**config.mk**
```make
export PLATFORM = sky130hd
export DESIGN_NAME = serial_register_frame_engine
export DESIGN_NICKNAME = d
export VERILOG_FILES = /design/src/design/srfe_pkg.sv /design/src/design/serial_register_frame_engine.sv /design/src/design/srfe_front.sv /design/src/design/srfe_fifo.sv /design/src/design/srfe_back.sv
export SDC_FILE = /design/constraint.sdc
export NUM_CORES = 1
export LEC_CHECK = 0
export BUFFER_PORTS_ARGS = -buffer_cell sky130_fd_sc_hd__buf_2
export CAP_MARGIN = 20
export CORE_ASPECT_RATIO = 0.6
export CORE_MARGIN = 2
export CORE_UTILIZATION = 28
export CTS_CLUSTER_DIAMETER = 200
export DETAILED_ROUTE_END_ITERATION = 6
export PLACE_DENSITY = 0.41
export SYNTH_ARGS = -nofsm -noshare
export SYNTH_HDL_FRONTEND = slang
export SYNTH_SLANG_ARGS = --single-unit
export TNS_END_PERCENT = 5
```
**constraint.sdc**
```tcl
create_clock -name clk_i -period 4 [get_ports clk_i]
set_input_delay 0.2 -clock clk_i [delete_from_list [all_inputs] [get_ports clk_i]]
set_output_delay 0.2 -clock clk_i [all_outputs]
set_load 0.05 [all_outputs]
```
**src/design/srfe_pkg.sv**
```systemverilog
package srfe_pkg;

  // Request codes on req_type
  typedef enum logic [2:0] {
    REQ_START_WRITE = 3'd0,
    REQ_WRITE_DATA  = 3'd1,
    REQ_START_READ  = 3'd2,
    REQ_RX_BYTE     = 3'd3,
    REQ_TICK        = 3'd4
  } req_e;

  // Result kinds on result_kind
  typedef enum logic [1:0] {
    KIND_TX_BYTE  = 2'd0,
    KIND_RX_DATA  = 2'd1,
    KIND_MISSED   = 2'd2,
    KIND_FINISHED = 2'd3
  } kind_e;

  // Read status codes
  typedef enum logic [1:0] {
    ST_OK       = 2'd0,
    ST_MISMATCH = 2'd1,
    ST_TIMEOUT  = 2'd2,
    ST_NONE     = 2'd3
  } status_e;

  // Transaction phase
  typedef enum logic [1:0] {
    PH_IDLE  = 2'd0,
    PH_WRITE = 2'd1,
    PH_READ  = 2'd2
  } phase_e;

  localparam logic [7:0] CmdWriteBit  = 8'h80;
  localparam logic [9:0] TimeoutReset = 10'd100;
  localparam logic [2:0] MaxLen       = 3'd4;
  localparam int unsigned QDepth      = 4;
  localparam int unsigned QAw         = $clog2(QDepth);

  typedef struct packed {
    kind_e       kind;
    logic [7:0]  value;
    logic [1:0]  index;
    status_e     status;
    logic        last;
  } result_t;

  // One accepted item's results: one or two
  typedef struct packed {
    result_t first;
    result_t second;
    logic    two;
  } entry_t;

  // Queue status seen by the top level and back
  typedef struct packed {
    logic full;
    logic empty;
  } q_status_t;

endpackage

```
**src/design/serial_register_frame_engine.sv**
```systemverilog
// Register-access frame engine, host side. Requests come in through a queue
// style port (push/full) and results leave through another (empty/pop); a
// request is taken every cycle while full is low. A start write yields the
// command byte, each write data byte yields itself, and the final data byte
// (or a zero-length start) also yields the inverted-sum checksum with last
// set. Read requests yield the address byte, then received data, missed
// slots and a finish with its read status. A four-entry queue sits between
// the request decoder and the output register, so requests keep flowing
// while results are held by the consumer. Results drain at one per cycle
// while popped; a two-result request yields first, then second result. The
// timeout register is written through cfg_valid_i/cfg_data_i, always ready.
module serial_register_frame_engine import srfe_pkg::*; (
  input  logic       clk_i,
  input  logic       rst_ni,
  input  logic       push,
  output logic       full,
  input  logic [2:0] req_type_i,
  input  logic [6:0] reg_addr_i,
  input  logic [2:0] length_i,
  input  logic [7:0] data_byte_i,
  output logic       empty,
  input  logic       pop,
  output logic [1:0] result_kind_o,
  output logic [7:0] byte_value_o,
  output logic [1:0] byte_index_o,
  output logic [1:0] read_status_o,
  output logic       last_o,
  input  logic       cfg_valid_i,
  output logic       cfg_ready_o,
  input  logic [9:0] cfg_data_i
);

  logic      accept;
  logic      enq;
  logic      deq;
  entry_t    enq_entry;
  entry_t    head;
  q_status_t q_status;
  result_t   result;

  assign full        = q_status.full;
  assign accept      = push && !q_status.full;
  assign cfg_ready_o = 1'b1;

  srfe_front u_front (
    .clk_i       (clk_i),
    .rst_ni      (rst_ni),
    .accept_i    (accept),
    .req_type_i  (req_type_i),
    .reg_addr_i  (reg_addr_i),
    .length_i    (length_i),
    .data_byte_i (data_byte_i),
    .cfg_valid_i (cfg_valid_i),
    .cfg_data_i  (cfg_data_i),
    .enq_o       (enq),
    .entry_o     (enq_entry)
  );

  srfe_fifo u_fifo (
    .clk_i     (clk_i),
    .rst_ni    (rst_ni),
    .wr_i      (enq),
    .wr_data_i (enq_entry),
    .rd_i      (deq),
    .rd_data_o (head),
    .status_o  (q_status)
  );

  srfe_back u_back (
    .clk_i      (clk_i),
    .rst_ni     (rst_ni),
    .head_i     (head),
    .q_status_i (q_status),
    .deq_o      (deq),
    .pop        (pop),
    .empty      (empty),
    .result_o   (result)
  );

  assign result_kind_o = result.kind;
  assign byte_value_o  = result.value;
  assign byte_index_o  = result.index;
  assign read_status_o = result.status;
  assign last_o        = result.last;

endmodule

```
**src/design/srfe_front.sv**
```systemverilog
module srfe_front import srfe_pkg::*; (
  input  logic       clk_i,
  input  logic       rst_ni,
  input  logic       accept_i,
  input  logic [2:0] req_type_i,
  input  logic [6:0] reg_addr_i,
  input  logic [2:0] length_i,
  input  logic [7:0] data_byte_i,
  input  logic       cfg_valid_i,
  input  logic [9:0] cfg_data_i,
  output logic       enq_o,
  output entry_t     entry_o
);

  phase_e     phase_q, phase_d;
  logic [7:0] sum_q, sum_d;
  logic [2:0] len_q, len_d;
  logic [2:0] slot_q, slot_d;
  logic [9:0] wait_q, wait_d;
  logic [9:0] timeout_q;

  logic [2:0] len_sat;
  logic [7:0] cmd_byte;
  logic [7:0] sum_add;
  logic [2:0] slot_inc;
  result_t    res_a, res_b;

  assign len_sat  = (length_i > MaxLen) ? MaxLen : length_i;
  assign cmd_byte = {1'b0, reg_addr_i} | CmdWriteBit;
  assign sum_add  = sum_q + data_byte_i;
  assign slot_inc = slot_q + 3'd1;

  // Timeout register
  always_ff @(posedge clk_i or negedge rst_ni) begin
    if (!rst_ni) begin
      timeout_q <= TimeoutReset;
    end else if (cfg_valid_i) begin
      timeout_q <= cfg_data_i;
    end
  end

  // Protocol state
  always_ff @(posedge clk_i or negedge rst_ni) begin
    if (!rst_ni) begin
      phase_q <= PH_IDLE;
      sum_q   <= '0;
      len_q   <= '0;
      slot_q  <= '0;
      wait_q  <= '0;
    end else begin
      phase_q <= phase_d;
      sum_q   <= sum_d;
      len_q   <= len_d;
      slot_q  <= slot_d;
      wait_q  <= wait_d;
    end
  end

  // Classify the request, update state, build its results
  always_comb begin
    phase_d = phase_q;
    sum_d   = sum_q;
    len_d   = len_q;
    slot_d  = slot_q;
    wait_d  = wait_q;
    enq_o   = 1'b0;
    res_a   = '{kind: KIND_TX_BYTE, value: '0, index: '0, status: ST_NONE, last: 1'b0};
    res_b   = res_a;
    entry_o = '{first: res_a, second: res_b, two: 1'b0};
    if (accept_i) begin
      unique case (req_type_i)
        REQ_START_WRITE: begin
          enq_o       = 1'b1;
          res_a.value = cmd_byte;
          sum_d       = cmd_byte;
          len_d       = len_sat;
          slot_d      = '0;
          wait_d      = '0;
          phase_d     = PH_WRITE;
          if (len_sat == 3'd0) begin
            entry_o.two = 1'b1;
            res_b.value = ~cmd_byte;
            res_b.last  = 1'b1;
            phase_d     = PH_IDLE;
          end
        end
        REQ_WRITE_DATA: begin
          if (phase_q == PH_WRITE) begin
            enq_o       = 1'b1;
            res_a.value = data_byte_i;
            sum_d       = sum_add;
            slot_d      = slot_inc;
            if (slot_inc >= len_q) begin
              entry_o.two = 1'b1;
              res_b.value = ~sum_add;
              res_b.last  = 1'b1;
              phase_d     = PH_IDLE;
            end
          end
        end
        REQ_START_READ: begin
          enq_o       = 1'b1;
          res_a.value = {1'b0, reg_addr_i};
          sum_d       = {1'b0, reg_addr_i};
          len_d       = len_sat;
          slot_d      = '0;
          wait_d      = '0;
          phase_d     = PH_READ;
        end
        REQ_RX_BYTE: begin
          if (phase_q == PH_READ) begin
            enq_o  = 1'b1;
            wait_d = '0;
            if (slot_q < len_q) begin
              res_a.kind  = KIND_RX_DATA;
              res_a.value = data_byte_i;
              res_a.index = slot_q[1:0];
              sum_d       = sum_add;
              slot_d      = slot_inc;
            end else begin
              res_a.kind   = KIND_FINISHED;
              res_a.status = (data_byte_i == ~sum_q) ? ST_OK : ST_MISMATCH;
              res_a.last   = 1'b1;
              phase_d      = PH_IDLE;
            end
          end
        end
        REQ_TICK: begin
          if (phase_q == PH_READ) begin
            if (wait_q < timeout_q) begin
              wait_d = wait_q + 10'd1;
            end else begin
              enq_o  = 1'b1;
              wait_d = '0;
              if (slot_q < len_q) begin
                res_a.kind  = KIND_MISSED;
                res_a.index = slot_q[1:0];
                slot_d      = slot_inc;
              end else begin
                res_a.kind   = KIND_FINISHED;
                res_a.status = ST_TIMEOUT;
                res_a.last   = 1'b1;
                phase_d      = PH_IDLE;
              end
            end
          end
        end
        default: begin
          // unused request codes are dropped
        end
      endcase
      entry_o.first  = res_a;
      entry_o.second = res_b;
    end
  end

endmodule

```
**src/design/srfe_fifo.sv**
```systemverilog
module srfe_fifo import srfe_pkg::*; (
  input  logic      clk_i,
  input  logic      rst_ni,
  input  logic      wr_i,
  input  entry_t    wr_data_i,
  input  logic      rd_i,
  output entry_t    rd_data_o,
  output q_status_t status_o
);

  entry_t         mem_q [QDepth];
  logic [QAw-1:0] wptr_q, rptr_q;
  logic [QAw:0]   count_q;
  logic           do_wr, do_rd;

  assign status_o.full  = (count_q == QAw'(0) + (QAw+1)'(QDepth));
  assign status_o.empty = (count_q == '0);
  assign do_wr          = wr_i && !status_o.full;
  assign do_rd          = rd_i && !status_o.empty;
  assign rd_data_o      = mem_q[rptr_q];

  // Entry storage
  always_ff @(posedge clk_i) begin
    if (do_wr) begin
      mem_q[wptr_q] <= wr_data_i;
    end
  end

  // Pointers and fill count
  always_ff @(posedge clk_i or negedge rst_ni) begin
    if (!rst_ni) begin
      wptr_q  <= '0;
      rptr_q  <= '0;
      count_q <= '0;
    end else begin
      if (do_wr) begin
        wptr_q <= wptr_q + QAw'(1);
      end
      if (do_rd) begin
        rptr_q <= rptr_q + QAw'(1);
      end
      if (do_wr && !do_rd) begin
        count_q <= count_q + (QAw+1)'(1);
      end else if (do_rd && !do_wr) begin
        count_q <= count_q - (QAw+1)'(1);
      end
    end
  end

endmodule

```
**src/design/srfe_back.sv**
```systemverilog
module srfe_back import srfe_pkg::*; (
  input  logic      clk_i,
  input  logic      rst_ni,
  input  entry_t    head_i,
  input  q_status_t q_status_i,
  output logic      deq_o,
  input  logic      pop,
  output logic      empty,
  output result_t   result_o
);

  logic    out_valid_q;
  result_t out_q;
  logic    sel_q;
  logic    take;
  logic    load;

  // Output register frees when empty or when its result is popped
  assign take     = !out_valid_q || pop;
  assign load     = take && !q_status_i.empty;
  assign deq_o    = load && (!head_i.two || sel_q);
  assign empty    = !out_valid_q;
  assign result_o = out_q;

  // Result payload
  always_ff @(posedge clk_i) begin
    if (load) begin
      out_q <= sel_q ? head_i.second : head_i.first;
    end
  end

  // Output valid and second-result select
  always_ff @(posedge clk_i or negedge rst_ni) begin
    if (!rst_ni) begin
      out_valid_q <= 1'b0;
      sel_q       <= 1'b0;
    end else begin
      if (take) begin
        out_valid_q <= !q_status_i.empty;
      end
      if (load) begin
        sel_q <= !deq_o;
      end
    end
  end

endmodule

```
==> key figures, run 1 <==
Status
  • Status: finished clean

Drt
  • Drt total wl: 17.5 mm
  • Vias: 4,531
  • Final ANT Viol Nets: 0
  • Routed vias/inst: 4.58
  • Average wire per standard cell: 17.7 um
  • Drt first pass iters: 5
  • Final routed DRC violation total: 0
  • 1st-iter DRT viols: 377

GRT
  • Global-route wire length before repair: 27.1 mm
  • GRT overflow: 0
  • Gr usage total: 13.5%
  • Vias in the first global route: 4,602
  • Largest net degree at the start of global routing: 46
  • Initial antenna violation count: 0

Synthesis
  • Async set-reset flop share out of synthesis: 28.8%
  • Register area share after synthesis: 61.2%
  • Synth area leader: edfxtp_1
  • Unique cell type count in the Yosys netlist: 58
  • EDFF count, synth: 111
  • Synth warn: 0
  • FF+latch count, synth: 156
  • Mapped Cells: 554
  • Synth area leaders: edfxtp_1 46%, dfrtp_1 14%, mux4_2 7.4%, ha_1 5.0%, nand2_1 3.6%
  • Mean Syn Cell Area: 13.2 um^2
  • Post-synth top area share: 45.7%
  • Post-Syn Area: 0.00729 mm^2
  • Post-Syn Nets: 621
  • Post-synth top flop: edfxtp_1

Floorplanning
  • Core box area: 0.0254 mm^2
  • Die Span Y: 129 um
  • IO Count: 54
  • Die area: 0.0274 mm^2
  • # rows: 45
  • Initial core utilization: 28.6%
  • Die Wd: 212 um

Power and ir drop
  • PwrDens: 662 mW/mm^2
  • LEAKAGE: 3.30 nW
  • Total power: 5.73 mW
  • Max VDD drop: 0.312 mV

Cells and area
  • Final instance area: 0.00866 mm^2
  • Layout cells sized above 1: 21.6%
  • # nets final: 692
  • Fin cells: 990
  • # diodes: 0
  • Layout area overhead: 18.8%
  • Fin util: 34.0%

CTS
  • CTS tree: done
  • Post-CTS setup buffers: 0
  • Root Driver: clkbuf_16
  • TritonCTS buffer count: 17
  • CTS Hold Bufs: 11
  • Number of cells upsized or downsized after cts: 0
  • Clock Sink Count: 156
  • Maximum clock insertion buffer count: 2
  • Clock network latency to the later pin of the worst-skew pair: 430 ps
  • H-tree levels: 4
  • Clk slew on worst S/H paths: 60 ps

Critical path
  • Worst setup EP type: flip-flop
  • Crit path max fanout: 11
  • Top delay family on crit path: compound AO/OA/AOI/OAI gates
  • CP Data Required Time: 4350 ps
  • Crit path DAT: 3440 ps
  • Slowest stage cell, crit path: o31ai_1
  • Critical path class: flip-flop to flip-flop
  • CP bufs+invs: 2
  • CP max stage delay: 580 ps
  • Startpoint class of the critical path: flip-flop
  • CP cell instances: inv_1, ha_1, nand4_1, o31ai_1, a21o_2, ha_1, inv_1, fa_1, xor2_1, nor2_1, xor2_1

Timing
  • Setup violators final: 0
  • Slew HR: 41.2%
  • RSZ-0062 raised after global routing: no
  • Least-Margin Pin Slew: 877 ps
  • Clock Skew: 12.0 ps
  • Setup TNS: 0 ps
  • Fin crit share: 77.4%
  • Hold Vio Cnt, Final: 0
  • Period minus WS final: 3100 ps
  • Fmax: 323 MHz
  • Count of pins over their slew limit: 0

Place
  • Gpl congestion: 0.770
  • Area after DPL: 0.00797 mm^2
  • Placed Cells: 947
  • IO buf count: 52
  • DP HPWL: 11.8 mm

Hold path
  • Hold Path Class: input pin to flip-flop

Job
  • Max-Cap Viols: 0
per-layer routing:
layer  track usage [%]  up-vias  share of wire (%)
met5                 0        -                  0
li1                  -     2199                  -
met4              3.46        0               0.96
met1              20.5     2237                 52
met3              3.56        7                6.1
met2              19.1       88                 41
metrics by stage:
step	setup slack (ps)	hold WS (ps)
floorplan	1140	-95.6
finish	903	16.8
CTS	911	6.36
detailed placement	933	370
global placement	984	368
global route	663	20.6
cells in the final DEF, fill, tap and decap left out, drive strengths merged, types with 7 or more instances in the layout:
| cell type | count |
|---|---|
| edfxtp | 111 |
| nand2 | 70 |
| buf | 64 |
| dfrtp | 42 |
| inv | 34 |
| nor2 | 29 |
| ha | 29 |
| mux4 | 24 |
| o21ai | 24 |
| a21oi | 23 |
| clkbuf | 21 |
| nand3 | 19 |
| dlygate4sd3 | 11 |
| o22ai | 10 |
| and2 | 10 |
| a31oi | 9 |
| xnor2 | 9 |
| a22oi | 7 |
area by class of cell:
class                   instances  area, um^2
fillers                      2552       16800
flip-flops and latches        156        4460
multi-input cells             345        2600
clock buffers                  21         470
repair buffers                 75         460
well taps                     352         440
inverters                      30         113
clock inverters                11         108
worst register-to-register path, delay by kind of cell, from the launching register on:
family,cells,cell delay (ps)
AO/OA/AOI/OAI,2,940
XOR/XNOR,2,330
adder cells (fa/ha/maj),3,870
buffers and inverters,2,110
flip-flops,1,510
AND/OR/NAND/NOR,2,270
worst paths after layout:
| check | from | end | slack (ps) | cells after the start |
|---|---|---|---|---|
| hold / removal | length_i[2] | u_front.len_q[2]$_DFFE_PN0P_ | 20 | 3 |
| min in group asynchronous | rst_ni | u_front.wait_q[0]$_DFFE_PN0P_ | 420 | 3 |
| setup reg to reg | u_front.timeout_q[6]$_DFFE_PN1P_ | u_fifo.count_q[2]$_DFFE_PN0P_ | 900 | 11 |
| hold reg to reg | u_fifo.count_q[2]$_DFFE_PN0P_ | u_fifo.count_q[2]$_DFFE_PN0P_ | 500 | 1 |
| max in group asynchronous | rst_ni | u_back.sel_q$_DFFE_PN0P_ | 3130 | 3 |
| setup / recovery | u_front.timeout_q[6]$_DFFE_PN1P_ | u_fifo.count_q[2]$_DFFE_PN0P_ | 900 | 11 |
cells in the mapped netlist (all sizes together) (6+ instances only):
cell / instances
mux4: 24
ha: 29
inv: 30
a31oi: 9
o21ai: 24
a22oi: 7
clkbuf: 9
xnor2: 9
nand2: 70
edfxtp: 111
nor2: 29
a21oi: 23
and2: 10
nor3: 6
buf: 14
dfrtp: 42
o22ai: 10
nand3: 19
nand4: 6
registers in the layout, summed over array words and instances (netlist names):
signal,cells
u_fifo.mem_q,96
u_back.result_o,15
u_front.timeout_q,10
u_front.wait_q,10
u_front.sum_q,8
u_fifo.count_q,3
u_front.len_q,3
u_front.slot_q,3
u_fifo.rptr_q,2
u_fifo.wptr_q,2
u_front.phase_q,2
u_back.out_valid_q,1
u_back.sel_q,1
cells by family (layout without fill, tap and decap cells):
| group | after synthesis | after routing | share of synthesized area, % |
|---|---|---|---|
| fa+ha+maj | 31 | 31 | 5.53 |
| xor+xnor | 14 | 14 | 1.68 |
| buf+inv | 53 | 137 | 3.11 |
| flops | 156 | 156 | 61.2 |
| other cells | 1 | 1 | 0.0515 |
| compound gates | 96 | 96 | 8.34 |
| mux | 33 | 33 | 8.79 |
| simple gates | 170 | 170 | 11.3 |
report_power, final:
part	total (mW)	switching, mW	internal [mW]
combinational	1.94	1.20	0.747
sequential	2.21	0.153	2.05
clock	1.58	0.671	0.914
Power figures use the tool's default switching activity.
==> run 2: changes to the inputs <==
==> constraint.sdc (replaced) <==
create_clock -name clk_i -period 3.1 [get_ports clk_i]
set_input_delay 0.155 -clock clk_i [delete_from_list [all_inputs] [get_ports clk_i]]
set_output_delay 0.155 -clock clk_i [all_outputs]
set_load 0.05 [all_outputs]
==> run 2 against run 1 <==
  * Critical path depth is the same
  * Final area grew 1.6%
  * First-iteration DRC count shrank 27%
  * Flip-flop and latch count is the same
  * Cell count grew 1.3%
  * Total power grew 30%
  * Sequential share of layout area shrank 0.79 points
  * Sequential power grew 28%
==> key figures, run 2 (synthesis results as in run 1) <==
Floorplanning
  • Core box area: 0.0254 mm^2 (unchanged)
  • Die Span Y: 129 um (unchanged)
  • Die area: 0.0274 mm^2 (unchanged)
  • Initial core utilization: 28.6% (unchanged)
  • Die Wd: 212 um (unchanged)
  • IO Count: 54 (unchanged)
  • # rows: 45 (unchanged)

GRT
  • Vias in the first global route: 4,665 (was 4,602)
  • Gr usage total: 13.8% (was 13.5%)
  • Initial antenna violation count: 0 (unchanged)
  • Global-route wire length before repair: 27.3 mm (was 27.1 mm)
  • Largest net degree at the start of global routing: 32 (was 46)
  • GRT overflow: 0 (unchanged)

Cells and area
  • Layout cells sized above 1: 22.3% (was 21.6%)
  • Max reg flops: 96 (unchanged)
  • Final instance area: 0.00879 mm^2 (was 0.00866 mm^2)
  • Fin util: 34.5% (was 34.0%)
  • Fin cells: 1,003 (was 990)
  • Most frequent cells in the layout: 111 x edfxtp_1, 70 x nand2_1, 52 x buf_2 (unchanged)
  • Biggest register: u_fifo.mem_q (unchanged)
  • # nets final: 706 (was 692)
  • Layout area overhead: 20.6% (was 18.8%)
  • Most common cell after layout, fill and taps aside: edfxtp_1 (unchanged)
  • # diodes: 0 (unchanged)

Critical path
  • Crit path max fanout: 5 (was 11)
  • CP Data Required Time: 3440 ps (was 4350 ps)
  • Crit path DAT: 3200 ps (was 3440 ps)
  • Worst setup EP type: flip-flop (unchanged)
  • R2r worst-path depth: 11 (unchanged)
  • Critical path class: flip-flop to flip-flop (unchanged)
  • Startpoint class of the critical path: flip-flop (unchanged)
  • R2r setup slk: 240 ps (was 900 ps)
  • FF-to-FF End: u_fifo.count_q[2]$_DFFE_PN0P_ (unchanged)
  • Setup crit end: u_fifo.count_q[2]$_DFFE_PN0P_ (unchanged)
  • FF-to-FF Start: u_front.wait_q[7]$_DFFE_PN0P_ (was u_front.timeout_q[6]$_DFFE_PN1P_)
  • Critical Path Source: u_front.wait_q[7]$_DFFE_PN0P_ (was u_front.timeout_q[6]$_DFFE_PN1P_)

Place
  • Gpl congestion: 0.758 (was 0.770)
  • Pre-CTS WS: 317 ps (was 933 ps)
  • DP HPWL: 12.2 mm (was 11.8 mm)
  • IO buf count: 52 (unchanged)
  • Placed Cells: 955 (was 947)
  • Area after DPL: 0.00805 mm^2 (was 0.00797 mm^2)

Timing
  • Setup violators final: 0 (unchanged)
  • Setup TNS: 0 ps (unchanged)
  • Count of pins over their slew limit: 0 (unchanged)
  • Clock Skew: 8.87 ps (was 12.0 ps)
  • Period minus WS final: 2860 ps (was 3100 ps)
  • Hold Vio Cnt, Final: 0 (unchanged)
  • RSZ-0062 raised after global routing: no (unchanged)
  • Fmax: 349 MHz (was 323 MHz)
  • Worst setup margin: 239 ps (was 903 ps)
  • Slew HR: 39.7% (was 41.2%)
  • Least-Margin Pin Slew: 901 ps (was 877 ps)
  • Fin crit share: 92.3% (was 77.4%)

CTS
  • CTS tree: done (unchanged)
  • Maximum clock insertion buffer count: 2 (unchanged)
  • Root Driver: clkbuf_16 (unchanged)
  • Clock network latency to the later pin of the worst-skew pair: 420 ps (was 430 ps)
  • CTS Hold Bufs: 17 (was 11)
  • Clk slew on worst S/H paths: 60 ps (about the same)
  • Post-CTS setup buffers: 0 (unchanged)
  • TritonCTS buffer count: 17 (unchanged)
  • Number of cells upsized or downsized after cts: 0 (unchanged)
  • H-tree levels: 4 (unchanged)
  • Clock Sink Count: 156 (unchanged)

Drt
  • Drt first pass iters: 5 (unchanged)
  • Routed vias/inst: 4.60 (was 4.58)
  • Drt total wl: 17.5 mm (about the same)
  • Vias: 4,618 (was 4,531)
  • Final ANT Viol Nets: 0 (unchanged)
  • 1st-iter DRT viols: 275 (was 377)
  • Average wire per standard cell: 17.5 um (was 17.7 um)
  • Final routed DRC violation total: 0 (unchanged)

Power and ir drop
  • PwrDens: 845 mW/mm^2 (was 662 mW/mm^2)
  • LEAKAGE: 3.38 nW (was 3.30 nW)
  • Max VDD drop: 0.361 mV (was 0.312 mV)

Hold path
  • Hold Path Class: input pin to flip-flop (unchanged)

Job
  • Max-Cap Viols: 0 (unchanged)

Status
  • Status: finished clean (unchanged)
==> run 2: changes by cell type in the layout (fill, tap and decap cells not counted), sizes merged <==
cell / previous run / this run
clkbuf: 21 / 18
bufinv: 1 / 2
clkinv: 3 / 6
buf: 64 / 72
clkinvlp: 3 / 1
dlygate4sd3: 11 / 17
==> run 2: area by class of cell <==
class	instances	area (um^2)
clock inverter	13	139
inverter	30	113
fill	2506	16700
tap	352	440
sequential	156	4460
multi-input combinational	345	2600
timing repair buffer	89	606
clock buffer	18	429
==> run 2: power breakdown <==
group	switching (mW)	internal [mW]
Sequential	0.178	2.65
Clock	0.845	1.19
Combinational	1.57	0.995
Total	2.60	4.83
==> run 2: how the worst min path moves through the flow <==
stage,start,to,slack [ps],cells past startpoint
after global routing,reg_addr_i[5],u_front.sum_q[5]$_DFFE_PN0P_,20,3
after detailed placement,rst_ni,u_front.timeout_q[0]$_DFFE_PN0P_,280,1
after floorplan,rst_ni,u_back.out_valid_q$_DFFE_PN0N_,-140,0
after CTS,reg_addr_i[3],u_front.sum_q[3]$_DFFE_PN0P_,3,3
final,reg_addr_i[3],u_front.sum_q[3]$_DFFE_PN0P_,20,3
after global placement,rst_ni,u_front.timeout_q[0]$_DFFE_PN0P_,280,1
==> run 2: stage by stage <==
step	hold WS [ps]	power [mW]
final	22.7	7.43
after global routing	15.3	7.92
after global placement	282	5.43
after floorplan	-141	4.76
after CTS	3.12	7.54
after detailed placement	279	5.46
==> run 2: layer usage <==
layer / part of all wire [%] / global-route usage, %
met1: 54 / 21.2
met2: 40 / 18.8
met3: 5.0 / 3.56
met4: 1.2 / 4.07
met5: 0 / 0
==> run 2: worst max-delay path: stages (launching register included) <==
cell     delay [ps]
dfrtp_1         410
ha_1            310
a21oi_1          60
o21ai_0         590
a22o_1          230
a21o_2          110
ha_1            170
inv_1            60
fa_1            370
xor2_1          170
nor2_1          130
xor2_1          180
==> run 3: changes to the inputs <==
--- a/config.mk
+++ b/config.mk
@@ -15,5 +15,6 @@
 export PLACE_DENSITY = 0.41
 export SYNTH_ARGS = -nofsm -noshare
 export SYNTH_HDL_FRONTEND = slang
+export SYNTH_HIERARCHICAL = 1
 export SYNTH_SLANG_ARGS = --single-unit
 export TNS_END_PERCENT = 5
==> run 3 against run 2 <==
  * Final area grew 16%
  * First-iteration DRC count grew 37%
  * Utilization shrank 0.88 points
  * Sequential share of layout area grew 1.5 points
  * Synthesized cell count grew 6.0%
  * Hold slack gained 67 ps
  * Via count grew 10%
  * Clock power shrank 6%
  * Register-to-register slack lost 20 ps
  * Critical path type unchanged
==> key figures, run 3 <==
Status
  • Status: finished clean (unchanged)

Timing
  • Hold Vio Cnt, Final: 0 (unchanged)
  • Setup violators final: 0 (unchanged)
  • Count of pins over their slew limit: 0 (unchanged)
  • Clock Skew: 7.08 ps (was 8.87 ps)
  • WHS: 89.5 ps (was 22.7 ps)
  • Period minus WS final: 2880 ps (was 2860 ps)
  • Fmax: 347 MHz (was 349 MHz)
  • Fin crit share: 92.9% (was 92.3%)
  • Least-Margin Pin Slew: 939 ps (was 901 ps)
  • RSZ-0062 raised after global routing: no (unchanged)
  • Slew HR: 37.2% (was 39.7%)

Drt
  • Routed vias/inst: 4.66 (was 4.60)
  • Average wire per standard cell: 18.4 um (was 17.5 um)
  • Final routed DRC violation total: 0 (unchanged)
  • Drt first pass iters: 4 (was 5)
  • Vias: 5,084 (was 4,618)
  • Drt total wl: 20.0 mm (was 17.5 mm)
  • 1st-iter DRT viols: 376 (was 275)
  • Final ANT Viol Nets: 0 (unchanged)

Critical path
  • Critical path class: flip-flop to flip-flop (unchanged)
  • Worst setup EP type: flip-flop (unchanged)
  • Crit path max fanout: 2 (was 5)
  • Crit path DAT: 3200 ps (about the same)
  • CP Data Required Time: 3420 ps (was 3440 ps)
  • Startpoint class of the critical path: flip-flop (unchanged)
  • R2r worst-path depth: 13 (was 11)

Synthesis
  • Most frequent cell after synthesis: edfxtp_1 (unchanged)
  • Async set-reset flop share out of synthesis: 24.5% (was 28.8%)
  • List of most frequent post-synthesis cells: 139 x edfxtp_1, 42 x dfrtp_1, 33 x nand2_1 (was 111 x edfxtp_1, 70 x nand2_1, 42 x dfrtp_1)
  • Mean Syn Cell Area: 14.7 um^2 (was 13.2 um^2)
  • FF+latch count, synth: 184 (was 156)
  • Register area share after synthesis: 61.4% (was 61.2%)
  • Mapped Cells: 587 (was 554)
  • Post-synth top area share: 48.3% (was 45.7%)
  • Synth area leaders: edfxtp_1 48%, dfrtp_1 12%, mux4_2 8.1%, ha_1 4.2%, o21ai_0 1.8% (was edfxtp_1 46%, dfrtp_1 14%, mux4_2 7.4%, ha_1 5.0%, nand2_1 3.6%)
  • EDFF count, synth: 139 (was 111)
  • Post-Syn Area: 0.00864 mm^2 (was 0.00729 mm^2)
  • Unique cell type count in the Yosys netlist: 65 (was 58)
  • Post-synth top flop: edfxtp_1 (unchanged)
  • Synth area leader: edfxtp_1 (unchanged)
  • Synth warn: 6 (was 0)

Floorplanning
  • Die area: 0.0323 mm^2 (was 0.0274 mm^2)
  • Core box area: 0.0302 mm^2 (was 0.0254 mm^2)
  • Die Wd: 231 um (was 212 um)
  • IO Count: 54 (unchanged)
  • Initial core utilization: 28.7% (was 28.6%)
  • # rows: 49 (was 45)
  • Die Span Y: 140 um (was 129 um)

CTS
  • H-tree levels: 4 (unchanged)
  • Clk slew on worst S/H paths: 70 ps (was 60 ps)
  • Root Driver: clkbuf_16 (unchanged)
  • Clock network latency to the later pin of the worst-skew pair: 430 ps (was 420 ps)
  • CTS tree: done (unchanged)
  • TritonCTS buffer count: 17 (unchanged)
  • Clock Sink Count: 184 (was 156)
  • Maximum clock insertion buffer count: 2 (unchanged)

Cells and area
  • # nets final: 737 (was 706)
  • Fill cells: 3,010 (was 2,506)
  • Multi-input gate area: 0.00308 mm^2 (was 0.00260 mm^2)
  • Most common cell after layout, fill and taps aside: edfxtp_1 (unchanged)
  • Layout area overhead: 17.5% (was 20.6%)
  • Biggest register: u_fifo/mem_q (was u_fifo.mem_q)
  • # diodes: 0 (unchanged)
  • Final instance area: 0.0102 mm^2 (was 0.00879 mm^2)
  • Register area: 0.00531 mm^2 (was 0.00446 mm^2)
  • Fin util: 33.7% (was 34.5%)
  • Layout cells sized above 1: 25.9% (was 22.3%)
  • Most frequent cells in the layout: 139 x edfxtp_1, 52 x buf_2, 41 x dfrtp_1 (was 111 x edfxtp_1, 70 x nand2_1, 52 x buf_2)
  • Max reg flops: 124 (was 96)

GRT
  • Largest net degree at the start of global routing: 33 (was 32)
  • Global-route wire length before repair: 31.6 mm (was 27.3 mm)
  • Gr usage total: 13.2% (was 13.8%)
  • Vias in the first global route: 5,329 (was 4,665)
  • GRT overflow: 0 (unchanged)
  • Initial antenna violation count: 0 (unchanged)

Hold path
  • Hold Path Class: input pin to flip-flop (unchanged)
  • Worst hold stages: 3 (unchanged)

Power and ir drop
  • Max VDD drop: 0.418 mV (was 0.361 mV)
  • LEAKAGE: 3.80 nW (was 3.38 nW)
  • PwrDens: 816 mW/mm^2 (was 845 mW/mm^2)

Place
  • Gpl congestion: 0.784 (was 0.758)
  • IO buf count: 52 (unchanged)
  • Area after DPL: 0.00940 mm^2 (was 0.00805 mm^2)
  • DP HPWL: 13.5 mm (was 12.2 mm)

Job
  • Max-Cap Viols: 0 (unchanged)
==> run 3: area by class of cell <==
| type | count | share of cell area (%) |
|---|---|---|
| clock inverters | 9 | 0.530 |
| well taps | 408 | 5.03 |
| inverters | 27 | 0.998 |
| clock buffers | 23 | 4.41 |
| repair buffers | 92 | 6.46 |
| multi-input cells | 348 | 30.3 |
| flip-flops and latches | 184 | 52.2 |
==> run 3: worst paths after layout <==
path | from | to | slack (ps)
max in group asynchronous | rst_ni | u_front/sum_q[2]$_DFFE_PN0P_ | 2090
hold reg to reg | u_front/sum_q[0]$_DFFE_PN0P_ | u_front/sum_q[0]$_DFFE_PN0P_ | 500
min in group asynchronous | rst_ni | u_front/timeout_q[0]$_DFFE_PN0P_ | 250
hold / removal | reg_addr_i[6] | u_front/sum_q[6]$_DFFE_PN0P_ | 90
setup / recovery | u_front/timeout_q[5]$_DFFE_PN1P_ | u_fifo/count_q[1]$_DFFE_PN0P_ | 220
setup reg to reg | u_front/timeout_q[5]$_DFFE_PN1P_ | u_fifo/count_q[1]$_DFFE_PN0P_ | 220
==> run 3: worst max-delay path, stage by stage (launching register included) <==
cell and delay, ps:
dfstp_2 510, inv_1 40, ha_1 180, a211oi_2 190
o211ai_1 120, a41o_1 240, a21o_1 200, a31oi_2 140
nor2b_1 80, nor2b_4 140, ha_4 170, inv_1 60
fa_2 420, mux2_2 270
==> run 3: per-layer routing <==
| layer | part of all wire, % | global-route usage [%] | up-vias |
|---|---|---|---|
| li1 | - | - | 2388 |
| met1 | 50 | 19.3 | 2591 |
| met2 | 44 | 19.2 | 86 |
| met3 | 4.2 | 2.77 | 19 |
| met4 | 1.2 | 4.45 | 0 |
| met5 | 0 | 0 | - |
==> run 3: logic make-up after synthesis <==
| kind of cell | Yosys count | synth area share [%] |
|---|---|---|
| adders and majority gates | 31 | 4.66 |
| and+or+nand+nor | 124 | 7.58 |
| buffers and inverters | 59 | 3.92 |
| muxes | 58 | 12.0 |
| DFF | 184 | 61.4 |
| other | 3 | 0.130 |
| xor gates and xnor gates | 14 | 1.42 |
| AOI/OAI and AO/OA | 114 | 8.97 |
==> run 3: through the flow <==
stage                     TNS [ps]  cells  power (mW)  setup slack [ps]
after floorplan                  0    591        5.71              24.4
after global placement           0   1040        6.40              38.0
after detailed placement     -43.8   1040        6.42             -43.8
after CTS                        0   1090        8.42              30.5
after global routing             0   1091        8.82              32.6
final                            0   1091        8.29               221
==> run 3: what timing repair did <==
action | 4_1_cts | 5_1_grt
endpoints found under the setup margin | 2 | 2
hold buffers | 18 | 0
buffers inserted | 0 | 1
endpoints found under the hold margin | 37 | 0
pin swaps | 1 | 5
gates resized for setup | 2 | 9
==> run 3: where the power goes <==
part	internal (mW)	switching, mW	leakage [nW]
clock network	1.02	0.893	0.236
logic	1.29	1.79	1.73
registers	3.11	0.193	1.83
total	5.42	2.87	3.80
